==> src/hw/rtl/lpud_pkg.sv <==
// ----------------------------------------------------------------------------
// Length-prefixed unit deframer package
// Word types, field widths, register indexes and status codes.
// ----------------------------------------------------------------------------
package lpud_pkg;

  localparam int OFFSET_BITS     = 24;
  localparam int UNIT_COUNT_BITS = 16;
  localparam int ACC_BITS        = 32;

  // Configuration register indexes
  localparam int CFG_IDX_BITS  = 2;
  localparam int CFG_DATA_BITS = 16;
  localparam logic [CFG_IDX_BITS-1:0] REG_FRAMING_MODE = 2'd0;
  localparam logic [CFG_IDX_BITS-1:0] REG_PREFIX_SIZE  = 2'd1;
  localparam logic [CFG_IDX_BITS-1:0] REG_UNIT_LIMIT   = 2'd2;

  // Framing modes
  localparam logic [1:0] MODE_OPAQUE   = 2'd0;
  localparam logic [1:0] MODE_PREFIXED = 2'd1;

  localparam logic [1:0]  MODE_RESET   = MODE_PREFIXED;
  localparam logic [2:0]  PREFIX_RESET = 3'd4;
  localparam logic [15:0] LIMIT_RESET  = 16'd1024;

  typedef enum logic {
    KIND_UNIT   = 1'b0,
    KIND_STATUS = 1'b1
  } kind_e;

  typedef enum logic [2:0] {
    ST_FRAMED      = 3'd0,
    ST_UNSUPPORTED = 3'd1,
    ST_TRUNCATED   = 3'd2,
    ST_ZERO_LENGTH = 3'd3,
    ST_LIMIT       = 3'd4,
    ST_INVALID     = 3'd5
  } status_e;

  typedef struct packed {
    logic [7:0] data_byte;
    logic       last_byte;
  } in_item_t;

  typedef struct packed {
    kind_e                      kind;
    logic [UNIT_COUNT_BITS-1:0] unit_number;
    logic [OFFSET_BITS-1:0]     prefix_offset;
    logic [2:0]                 prefix_bytes;
    logic [OFFSET_BITS-1:0]     payload_offset;
    logic [OFFSET_BITS-1:0]     payload_length;
    status_e                    status;
    logic [OFFSET_BITS-1:0]     framed_bytes;
    logic                       last;
  } out_item_t;

  typedef struct packed {
    logic [1:0]  framing_mode;
    logic [2:0]  prefix_size;
    logic [15:0] unit_limit;
  } cfg_t;

endpackage

==> src/hw/rtl/lpud_regs.sv <==
// ----------------------------------------------------------------------------
// Deframer configuration registers
// Holds framing mode, prefix size and unit limit written over the config port.
// ----------------------------------------------------------------------------
module lpud_regs (
  input  logic                              clk_i,
  input  logic                              rst_ni,
  input  logic                              wr_en_i,
  input  logic [lpud_pkg::CFG_IDX_BITS-1:0] wr_index_i,
  input  logic [lpud_pkg::CFG_DATA_BITS-1:0] wr_data_i,
  output lpud_pkg::cfg_t                    cfg_o
);
  import lpud_pkg::*;

  cfg_t cfg_q, cfg_d;

  always_comb begin
    cfg_d = cfg_q;
    if (wr_en_i) begin
      case (wr_index_i)
        REG_FRAMING_MODE: cfg_d.framing_mode = wr_data_i[1:0];
        REG_PREFIX_SIZE:  cfg_d.prefix_size  = wr_data_i[2:0];
        REG_UNIT_LIMIT:   cfg_d.unit_limit   = wr_data_i[15:0];
        default:          cfg_d = cfg_q;
      endcase
    end
  end

  always_ff @(posedge clk_i or negedge rst_ni) begin
    if (!rst_ni) begin
      cfg_q.framing_mode <= MODE_RESET;
      cfg_q.prefix_size  <= PREFIX_RESET;
      cfg_q.unit_limit   <= LIMIT_RESET;
    end else begin
      cfg_q <= cfg_d;
    end
  end

  assign cfg_o = cfg_q;

endmodule

==> src/hw/rtl/lpud_core.sv <==
// ----------------------------------------------------------------------------
// Deframer byte engine
// Updates the per-sample parse state for one byte and forms up to two words.
// ----------------------------------------------------------------------------
module lpud_core (
  input  logic                clk_i,
  input  logic                rst_ni,
  input  logic                step_i,
  input  lpud_pkg::in_item_t  item_i,
  input  lpud_pkg::cfg_t      cfg_i,
  output logic [1:0]          res_cnt_o,
  output lpud_pkg::out_item_t res_a_o,
  output lpud_pkg::out_item_t res_b_o
);
  import lpud_pkg::*;

  localparam logic [OFFSET_BITS-1:0] POS_MAX = {OFFSET_BITS{1'b1}};

  logic [OFFSET_BITS-1:0]     pos_q, pos_d;
  logic [ACC_BITS-1:0]        acc_q, acc_d;
  logic [2:0]                 pleft_q, pleft_d;
  logic [ACC_BITS-1:0]        pay_q, pay_d;
  logic [UNIT_COUNT_BITS-1:0] ucnt_q, ucnt_d;
  logic [OFFSET_BITS-1:0]     poff_q, poff_d;
  status_e                    err_q, err_d;
  logic                       open_q, open_d;
  cfg_t                       lat_q, lat_d;

  always_comb begin
    cfg_t                   cur;
    status_e                cfg_err;
    status_e                err;
    logic                   go;
    logic [2:0]             pleft;
    logic [ACC_BITS-1:0]    acc;
    logic                   have_desc;
    logic                   have_opaque;
    logic [OFFSET_BITS-1:0] total;
    out_item_t              unit_w;
    out_item_t              stat_w;

    pos_d       = pos_q;
    acc_d       = acc_q;
    pleft_d     = pleft_q;
    pay_d       = pay_q;
    ucnt_d      = ucnt_q;
    poff_d      = poff_q;
    err_d       = err_q;
    open_d      = open_q;
    lat_d       = lat_q;
    go          = 1'b0;
    pleft       = pleft_q;
    acc         = acc_q;
    have_desc   = 1'b0;
    have_opaque = 1'b0;
    unit_w      = '0;
    stat_w      = '0;
    res_cnt_o   = 2'd0;
    res_a_o     = '0;
    res_b_o     = '0;

    // First byte of a sample takes a fresh copy of the configuration
    cur = open_q ? lat_q : cfg_i;
    cfg_err = ST_FRAMED;
    if (cur.framing_mode != MODE_OPAQUE && cur.framing_mode != MODE_PREFIXED) begin
      cfg_err = ST_UNSUPPORTED;
    end else if (cur.framing_mode == MODE_PREFIXED) begin
      if (!(cur.prefix_size inside {3'd1, 3'd2, 3'd4})) begin
        cfg_err = ST_UNSUPPORTED;
      end else if (cur.unit_limit == '0) begin
        cfg_err = ST_INVALID;
      end
    end
    err = open_q ? err_q : cfg_err;
    total = pos_q + OFFSET_BITS'(1);

    if (step_i) begin
      open_d = 1'b1;
      lat_d  = cur;
      if (err == ST_FRAMED && pos_q == POS_MAX) begin
        err = ST_LIMIT;
      end

      if (err == ST_FRAMED && cur.framing_mode == MODE_PREFIXED) begin
        if (pay_q != '0) begin
          pay_d = pay_q - ACC_BITS'(1);
          if (pay_q == ACC_BITS'(1)) begin
            have_desc             = 1'b1;
            unit_w.kind           = KIND_UNIT;
            unit_w.unit_number    = ucnt_q;
            unit_w.prefix_offset  = poff_q;
            unit_w.prefix_bytes   = cur.prefix_size;
            unit_w.payload_offset = poff_q + OFFSET_BITS'(cur.prefix_size);
            unit_w.payload_length = OFFSET_BITS'(acc_q);
            ucnt_d                = ucnt_q + UNIT_COUNT_BITS'(1);
          end
        end else begin
          go = 1'b1;
          if (pleft_q == 3'd0) begin
            if (32'(ucnt_q) >= 32'(cur.unit_limit) || ucnt_q == '1) begin
              err = ST_LIMIT;
              go  = 1'b0;
            end else begin
              poff_d = pos_q;
              pleft  = cur.prefix_size;
              acc    = '0;
            end
          end
          if (go) begin
            acc   = {acc[ACC_BITS-9:0], item_i.data_byte};
            pleft = pleft - 3'd1;
            if (pleft == 3'd0) begin
              if (acc == '0) begin
                err = ST_ZERO_LENGTH;
              end else begin
                pay_d = acc;
              end
            end
            pleft_d = pleft;
            acc_d   = acc;
          end
        end
      end

      if (item_i.last_byte) begin
        if (err == ST_FRAMED && cur.framing_mode == MODE_PREFIXED &&
            (pleft_d != 3'd0 || pay_d != '0)) begin
          err = ST_TRUNCATED;
        end
        if (err == ST_FRAMED && cur.framing_mode == MODE_OPAQUE) begin
          have_opaque           = 1'b1;
          unit_w                = '0;
          unit_w.kind           = KIND_UNIT;
          unit_w.payload_length = total;
        end
        stat_w.kind         = KIND_STATUS;
        stat_w.status       = err;
        stat_w.framed_bytes = (err == ST_FRAMED) ? total : '0;
        stat_w.last         = 1'b1;

        // Close the sample
        pos_d   = '0;
        acc_d   = '0;
        pleft_d = 3'd0;
        pay_d   = '0;
        ucnt_d  = '0;
        poff_d  = '0;
        err_d   = ST_FRAMED;
        open_d  = 1'b0;

        if (have_desc || have_opaque) begin
          res_cnt_o = 2'd2;
          res_a_o   = unit_w;
          res_b_o   = stat_w;
        end else begin
          res_cnt_o = 2'd1;
          res_a_o   = stat_w;
        end
      end else begin
        err_d = err;
        if (pos_q != POS_MAX) begin
          pos_d = pos_q + OFFSET_BITS'(1);
        end
        if (have_desc) begin
          res_cnt_o = 2'd1;
          res_a_o   = unit_w;
        end
      end
    end
  end

  always_ff @(posedge clk_i or negedge rst_ni) begin
    if (!rst_ni) begin
      pos_q              <= '0;
      acc_q              <= '0;
      pleft_q            <= 3'd0;
      pay_q              <= '0;
      ucnt_q             <= '0;
      poff_q             <= '0;
      err_q              <= ST_FRAMED;
      open_q             <= 1'b0;
      lat_q.framing_mode <= MODE_RESET;
      lat_q.prefix_size  <= PREFIX_RESET;
      lat_q.unit_limit   <= LIMIT_RESET;
    end else begin
      pos_q   <= pos_d;
      acc_q   <= acc_d;
      pleft_q <= pleft_d;
      pay_q   <= pay_d;
      ucnt_q  <= ucnt_d;
      poff_q  <= poff_d;
      err_q   <= err_d;
      open_q  <= open_d;
      lat_q   <= lat_d;
    end
  end

endmodule

==> src/hw/rtl/lpud_fifo.sv <==
// ----------------------------------------------------------------------------
// Deframer result queue
// Takes up to two words per cycle from the byte engine, hands out one a cycle unless stalled.
// ----------------------------------------------------------------------------
module lpud_fifo #(
  parameter int DEPTH = 4
) (
  input  logic                clk_i,
  input  logic                rst_ni,
  input  logic [1:0]          push_cnt_i,
  input  lpud_pkg::out_item_t push_a_i,
  input  lpud_pkg::out_item_t push_b_i,
  output logic                room2_o,
  output logic                out_valid_o,
  input  logic                out_stall_i,
  output lpud_pkg::out_item_t out_item_o
);
  import lpud_pkg::*;

  localparam int AW = $clog2(DEPTH);
  localparam int CW = $clog2(DEPTH + 1);

  out_item_t       mem_q [DEPTH];
  logic [AW-1:0]   wr_ptr_q, wr_ptr_d;
  logic [AW-1:0]   rd_ptr_q, rd_ptr_d;
  logic [CW-1:0]   count_q, count_d;
  logic            pop;
  logic [AW-1:0]   wr_next;

  assign pop         = out_valid_o && !out_stall_i;
  assign wr_next     = wr_ptr_q + AW'(1);
  assign out_valid_o = (count_q != '0);
  assign out_item_o  = mem_q[rd_ptr_q];
  assign room2_o     = (count_q <= CW'(DEPTH - 2));

  always_comb begin
    wr_ptr_d = wr_ptr_q + AW'(push_cnt_i);
    rd_ptr_d = pop ? rd_ptr_q + AW'(1) : rd_ptr_q;
    count_d  = count_q + CW'(push_cnt_i) - CW'(pop);
  end

  always_ff @(posedge clk_i) begin
    if (push_cnt_i != 2'd0) begin
      mem_q[wr_ptr_q] <= push_a_i;
    end
    if (push_cnt_i == 2'd2) begin
      mem_q[wr_next] <= push_b_i;
    end
  end

  always_ff @(posedge clk_i or negedge rst_ni) begin
    if (!rst_ni) begin
      wr_ptr_q <= '0;
      rd_ptr_q <= '0;
      count_q  <= '0;
    end else begin
      wr_ptr_q <= wr_ptr_d;
      rd_ptr_q <= rd_ptr_d;
      count_q  <= count_d;
    end
  end

endmodule

==> src/hw/rtl/length_prefixed_unit_deframer.sv <==
// ----------------------------------------------------------------------------
// Length-prefixed unit deframer
// Splits a byte stream of samples into unit descriptors and a closing status.
// ----------------------------------------------------------------------------
// Each accepted byte is registered, then its words pass through the byte engine into the queue.
// Throughput: one byte per cycle while the queue has room for two words; the final byte
// of a sample may add one word, which the result queue (RESULT_DEPTH words, a power of two
// >= 4) absorbs; a run of one-byte opaque samples (two words each) stalls the input.
// Reset: asynchronous, active low; clears parse state and queue, loads register
// defaults (prefixed mode, 4 byte prefix, 1024 units).
module length_prefixed_unit_deframer #(
  parameter int RESULT_DEPTH = 4
) (
  input  logic                               clk_i,
  input  logic                               rst_ni,
  input  logic                               in_valid_i,
  output logic                               in_stall_o,
  input  lpud_pkg::in_item_t                 in_item_i,
  output logic                               out_valid_o,
  input  logic                               out_stall_i,
  output lpud_pkg::out_item_t                out_item_o,
  input  logic                               cfg_valid_i,
  output logic                               cfg_ready_o,
  input  logic [lpud_pkg::CFG_IDX_BITS-1:0]  cfg_index_i,
  input  logic [lpud_pkg::CFG_DATA_BITS-1:0] cfg_data_i
);
  import lpud_pkg::*;

  cfg_t      cfg;
  in_item_t  in_q;
  logic      in_vld_q, in_vld_d;
  logic      room2;
  logic      step;
  logic      accept;
  logic [1:0] res_cnt;
  out_item_t res_a, res_b;

  assign cfg_ready_o = 1'b1;

  lpud_regs u_regs (
    .clk_i      (clk_i),
    .rst_ni     (rst_ni),
    .wr_en_i    (cfg_valid_i && cfg_ready_o),
    .wr_index_i (cfg_index_i),
    .wr_data_i  (cfg_data_i),
    .cfg_o      (cfg)
  );

  // Hold the input word until the queue has room for both possible results
  assign step       = in_vld_q && room2;
  assign in_stall_o = in_vld_q && !room2;
  assign accept     = in_valid_i && !in_stall_o;

  always_comb begin
    in_vld_d = in_vld_q;
    if (accept) begin
      in_vld_d = 1'b1;
    end else if (step) begin
      in_vld_d = 1'b0;
    end
  end

  always_ff @(posedge clk_i or negedge rst_ni) begin
    if (!rst_ni) begin
      in_vld_q <= 1'b0;
    end else begin
      in_vld_q <= in_vld_d;
    end
  end

  always_ff @(posedge clk_i) begin
    if (accept) begin
      in_q <= in_item_i;
    end
  end

  lpud_core u_core (
    .clk_i     (clk_i),
    .rst_ni    (rst_ni),
    .step_i    (step),
    .item_i    (in_q),
    .cfg_i     (cfg),
    .res_cnt_o (res_cnt),
    .res_a_o   (res_a),
    .res_b_o   (res_b)
  );

  lpud_fifo #(
    .DEPTH (RESULT_DEPTH)
  ) u_fifo (
    .clk_i       (clk_i),
    .rst_ni      (rst_ni),
    .push_cnt_i  (res_cnt),
    .push_a_i    (res_a),
    .push_b_i    (res_b),
    .room2_o     (room2),
    .out_valid_o (out_valid_o),
    .out_stall_i (out_stall_i),
    .out_item_o  (out_item_o)
  );

endmodule

==> config.mk <==
export PLATFORM = sky130hd
export DESIGN_NAME = length_prefixed_unit_deframer
export DESIGN_NICKNAME = d
export VERILOG_FILES = /design/src/hw/rtl/lpud_pkg.sv /design/src/hw/rtl/lpud_regs.sv /design/src/hw/rtl/lpud_core.sv /design/src/hw/rtl/lpud_fifo.sv /design/src/hw/rtl/length_prefixed_unit_deframer.sv
export SDC_FILE = /design/constraint.sdc
export NUM_CORES = 1
export LEC_CHECK = 0
export BUFFER_PORTS_ARGS = -buffer_cell sky130_fd_sc_hd__buf_2
export CORE_ASPECT_RATIO = 0.9
export CORE_UTILIZATION = 55
export CTS_CLUSTER_SIZE = 16
export DETAILED_ROUTE_END_ITERATION = 8
export PLACE_DENSITY = 0.8
export SYNTH_ARGS = -nofsm -noshare
export SYNTH_HDL_FRONTEND = slang
export SYNTH_SLANG_ARGS = --single-unit
==> constraint.sdc <==
create_clock -name clk_i -period 7.9 [get_ports clk_i]
set_clock_uncertainty 0.1 [all_clocks]
set_input_delay 0 -clock clk_i [delete_from_list [all_inputs] [get_ports clk_i]]
set_output_delay 0 -clock clk_i [all_outputs]
set_load 0.01 [all_outputs]
==> impl_metrics.tcl <==
set metrics [dict create \
    fin_tns_setup_ns 0 \
    core_area_mm2 0.0542 \
    p_leak_nw 13.2 \
    ys_types 90 \
    setup_violations 0 \
    hold_violations 13 \
    dr.pass1.iters 8 \
    final_cell_mix "392 x nand2_1, 364 x dfxtp_1, 299 x o21ai_0, 177 x a22o_1, 169 x dfrtp_1" \
    first_global_vias 24100 \
    async_flop_share 0.267 \
    wl_um 90300 \
    slew_headroom 0.164 \
    layout_commonest_cell "nand2_1" \
    start_util 0.556 \
    fin_cells 3689 \
    wl_per_cell_um 24.5 \
    synth_flop_cell "dfxtp_1" \
    worstSkewPairLatency_ns 0.61 \
    dieArea_mm2 0.0558 \
    die_y_um 224 \
    initialDrtViolationCount 2972 \
    fin_nets 2992 \
    rsz0062_at_grt "no" \
    crit_type "reg -> reg" \
    die_x_um 249 \
    wl_met2_um 42100 \
    arrival_ns 7.25 \
    syn_nets 2926 \
    port_buffers 153 \
    cts_resized 0 \
    failed_checks "negative hold slack" \
    diodes 0 \
    grt_pass1_wl_um 139000 \
    grt_use_total 0.320 \
    synthesis.area_mm2 0.0301 \
    cts_root_buffer "clkbuf_16" \
    antenna_left 0 \
    drcViolationCount 0 \
    grt_max_degree 110 \
    period_share 0.880 \
    cts_made_buffers 68 \
    worstPathMaxFanout 59 \
    fin_crit_ns 6.95 \
    peakVddDrop_uv 284 \
    fmax_mhz 144 \
    worstPathRequired_ns 8.19 \
    grt-ovfl-total 0 \
    yosysWarnings 0 \
    rows 81 \
    tightest_slew_ns 1.25 \
    fin_hold_ws_ns -0.00775 \
    routed-via-count 24700 \
    wl_met1_um 36000 \
    synth_edf_count 121 \
    place_hpwl_um 57100 \
    path_clk_slew_ns 0.06 \
    maxSlewViolCount 0 \
    wl_met3_um 9120 \
    endpoint_kind "flip-flop" \
    power_density_mw_per_mm2 354 \
    cts_tree "built" \
    via_per_inst 6.69 \
    boundaryPins 155 \
    cap_violations 0 \
    syn_inst 2863 \
    yosysSeqAreaShare 0.509 \
    synth.avg_cell_area_um2 10.5 \
    cts.htree.levels 3 \
    dp.cells 3520 \
    synthToLayoutAreaGrowth_pct 13.2 \
    highest_layer "met4" \
    clock_path_buffers 3 \
    clock_sinks 662 \
    cp-start-kind "flip-flop" \
    gp_congestion 0.927 \
    antenna_found_initial 0 \
    status "finished, violations left" \
    hold_path.class "in -> async" \
    drive_above_1_share 0.186 \
    ys_ff_latch 662 \
]
synthesized netlist by cell type (all sizes together), types with 41 or more instances:
library cell,number,area (um^2)
a211oi,100,951
nor3,41,220
dfxtp,364,7290
clkbuf,188,707
nand2,396,1490
buf,61,312
nor2,123,467
dfrtp,171,4280
o21ai,307,1540
mux4,119,2680
edfxtp,121,3630
a21oi,64,320
nand3,164,821
a22o,177,1550
report_power, final:
group	switching [mW]	internal, mW	leakage (nW)
Clock	1.37	2.07	1.18
Sequential	0.478	3.77	6.47
Combinational	2.94	1.43	5.55
Total	4.79	7.27	13.2
final timing paths:
path | slack (ns) | from | end | cells past startpoint
worst max register to register | 0.95 | u_core.open_q | u_fifo.mem_q[3][19] | 18
max in group asynchronous | 6.20 | rst_ni | u_core.acc_q[22] | 3
worst max-delay path | 0.95 | u_core.open_q | u_fifo.mem_q[3][19] | 18
worst min register to register | 0.35 | u_fifo.mem_q[2][52] | u_fifo.mem_q[2][52] | 2
min in group clk_i | 0.05 | cfg_data_i[15] | u_regs.cfg_o[15] | 3
worst min-delay path | -0.008 | rst_ni | u_regs.cfg_o[4] | 2
final cells by class:
| class | instances | area [um^2] |
|---|---|---|
| Fill cell | 4055 | 20100 |
| Sequential cell | 662 | 15400 |
| Multi-Input combinational cell | 1917 | 13800 |
| Clock buffer | 99 | 2040 |
| Timing Repair Buffer | 245 | 1590 |
| Tap cell | 705 | 882 |
| Clock inverter | 26 | 369 |
| Inverter | 35 | 131 |
worst max-delay path, cell delays in order, from the launching register on:
cell       delay, ns
dfrtp_1         1.01
mux2i_1         0.33
ha_1            0.28
a21oi_1         0.12
o21ai_0         0.10
a211oi_1        0.57
nand3_1         0.31
nor2_1          0.28
a21oi_1         0.14
ha_1            0.31
nand2b_1        0.15
o21ai_0         0.14
a2111oi_4       0.63
o2111ai_1       0.21
o311ai_1        0.18
o2111ai_1       0.26
or4b_4          0.94
buf_12          0.33
a211oi_1        0.28
state kept, by name (all words and copies together) (netlist names):
| name | flops |
|---|---|
| u_fifo.mem_q | 476 |
| u_core.pay_q | 32 |
| u_core.acc_q | 24 |
| u_core.poff_q | 24 |
| u_core.pos_q | 24 |
| u_core.lat_q | 21 |
| u_regs.cfg_o | 21 |
| u_core.ucnt_q | 16 |
| in_q | 9 |
| u_core.err_q | 3 |
| u_core.pleft_q | 3 |
| u_fifo.count_q | 3 |
| u_fifo.rd_ptr_q | 2 |
| u_fifo.wr_ptr_q | 2 |
| in_vld_q | 1 |
| u_core.open_q | 1 |
through the flow:
step / setup slack (ns) / util / instance area, um^2 / total power [mW]
finish: 0.946 / 0.629 / 34100 / 12.1
global route: 0.300 / 0.629 / 34100 / 12.5
CTS: 1.11 / 0.629 / 34100 / 12.0
detailed placement: 1.15 / 0.577 / 31300 / 8.54
global placement: 1.34 / 0.577 / 31300 / 8.49
floorplan: 1.90 / - / 30100 / 7.23
layer usage:
| metal | vias to the layer above | track usage |
|---|---|---|
| li1 | 10700 | - |
| met1 | 12300 | 0.440 |
| met2 | 1451 | 0.500 |
| met3 | 205 | 0.0630 |
| met4 | 0 | 0.125 |
| met5 | - | 0 |
kinds of logic (layout without fill, tap and decap cells):
logic type / count (synthesis) / count (layout) / synth area share
AND/OR/NAND/NOR: 894 / 894 / 0.138
adder cells (fa/ha/maj): 31 / 31 / 0.0134
other: 1 / 1 / 0.000124
AO/OA/AOI/OAI: 759 / 759 / 0.175
XOR/XNOR: 63 / 63 / 0.0183
flip-flops: 662 / 662 / 0.509
multiplexers: 169 / 169 / 0.107
buffers and inverters: 284 / 405 / 0.0381
what timing repair did:
item                                   CTS  global route
hold buffers                            44             0
endpoints found under the hold margin  152             0
setup buffers                            0             0
Power figures use the tool's default switching activity.
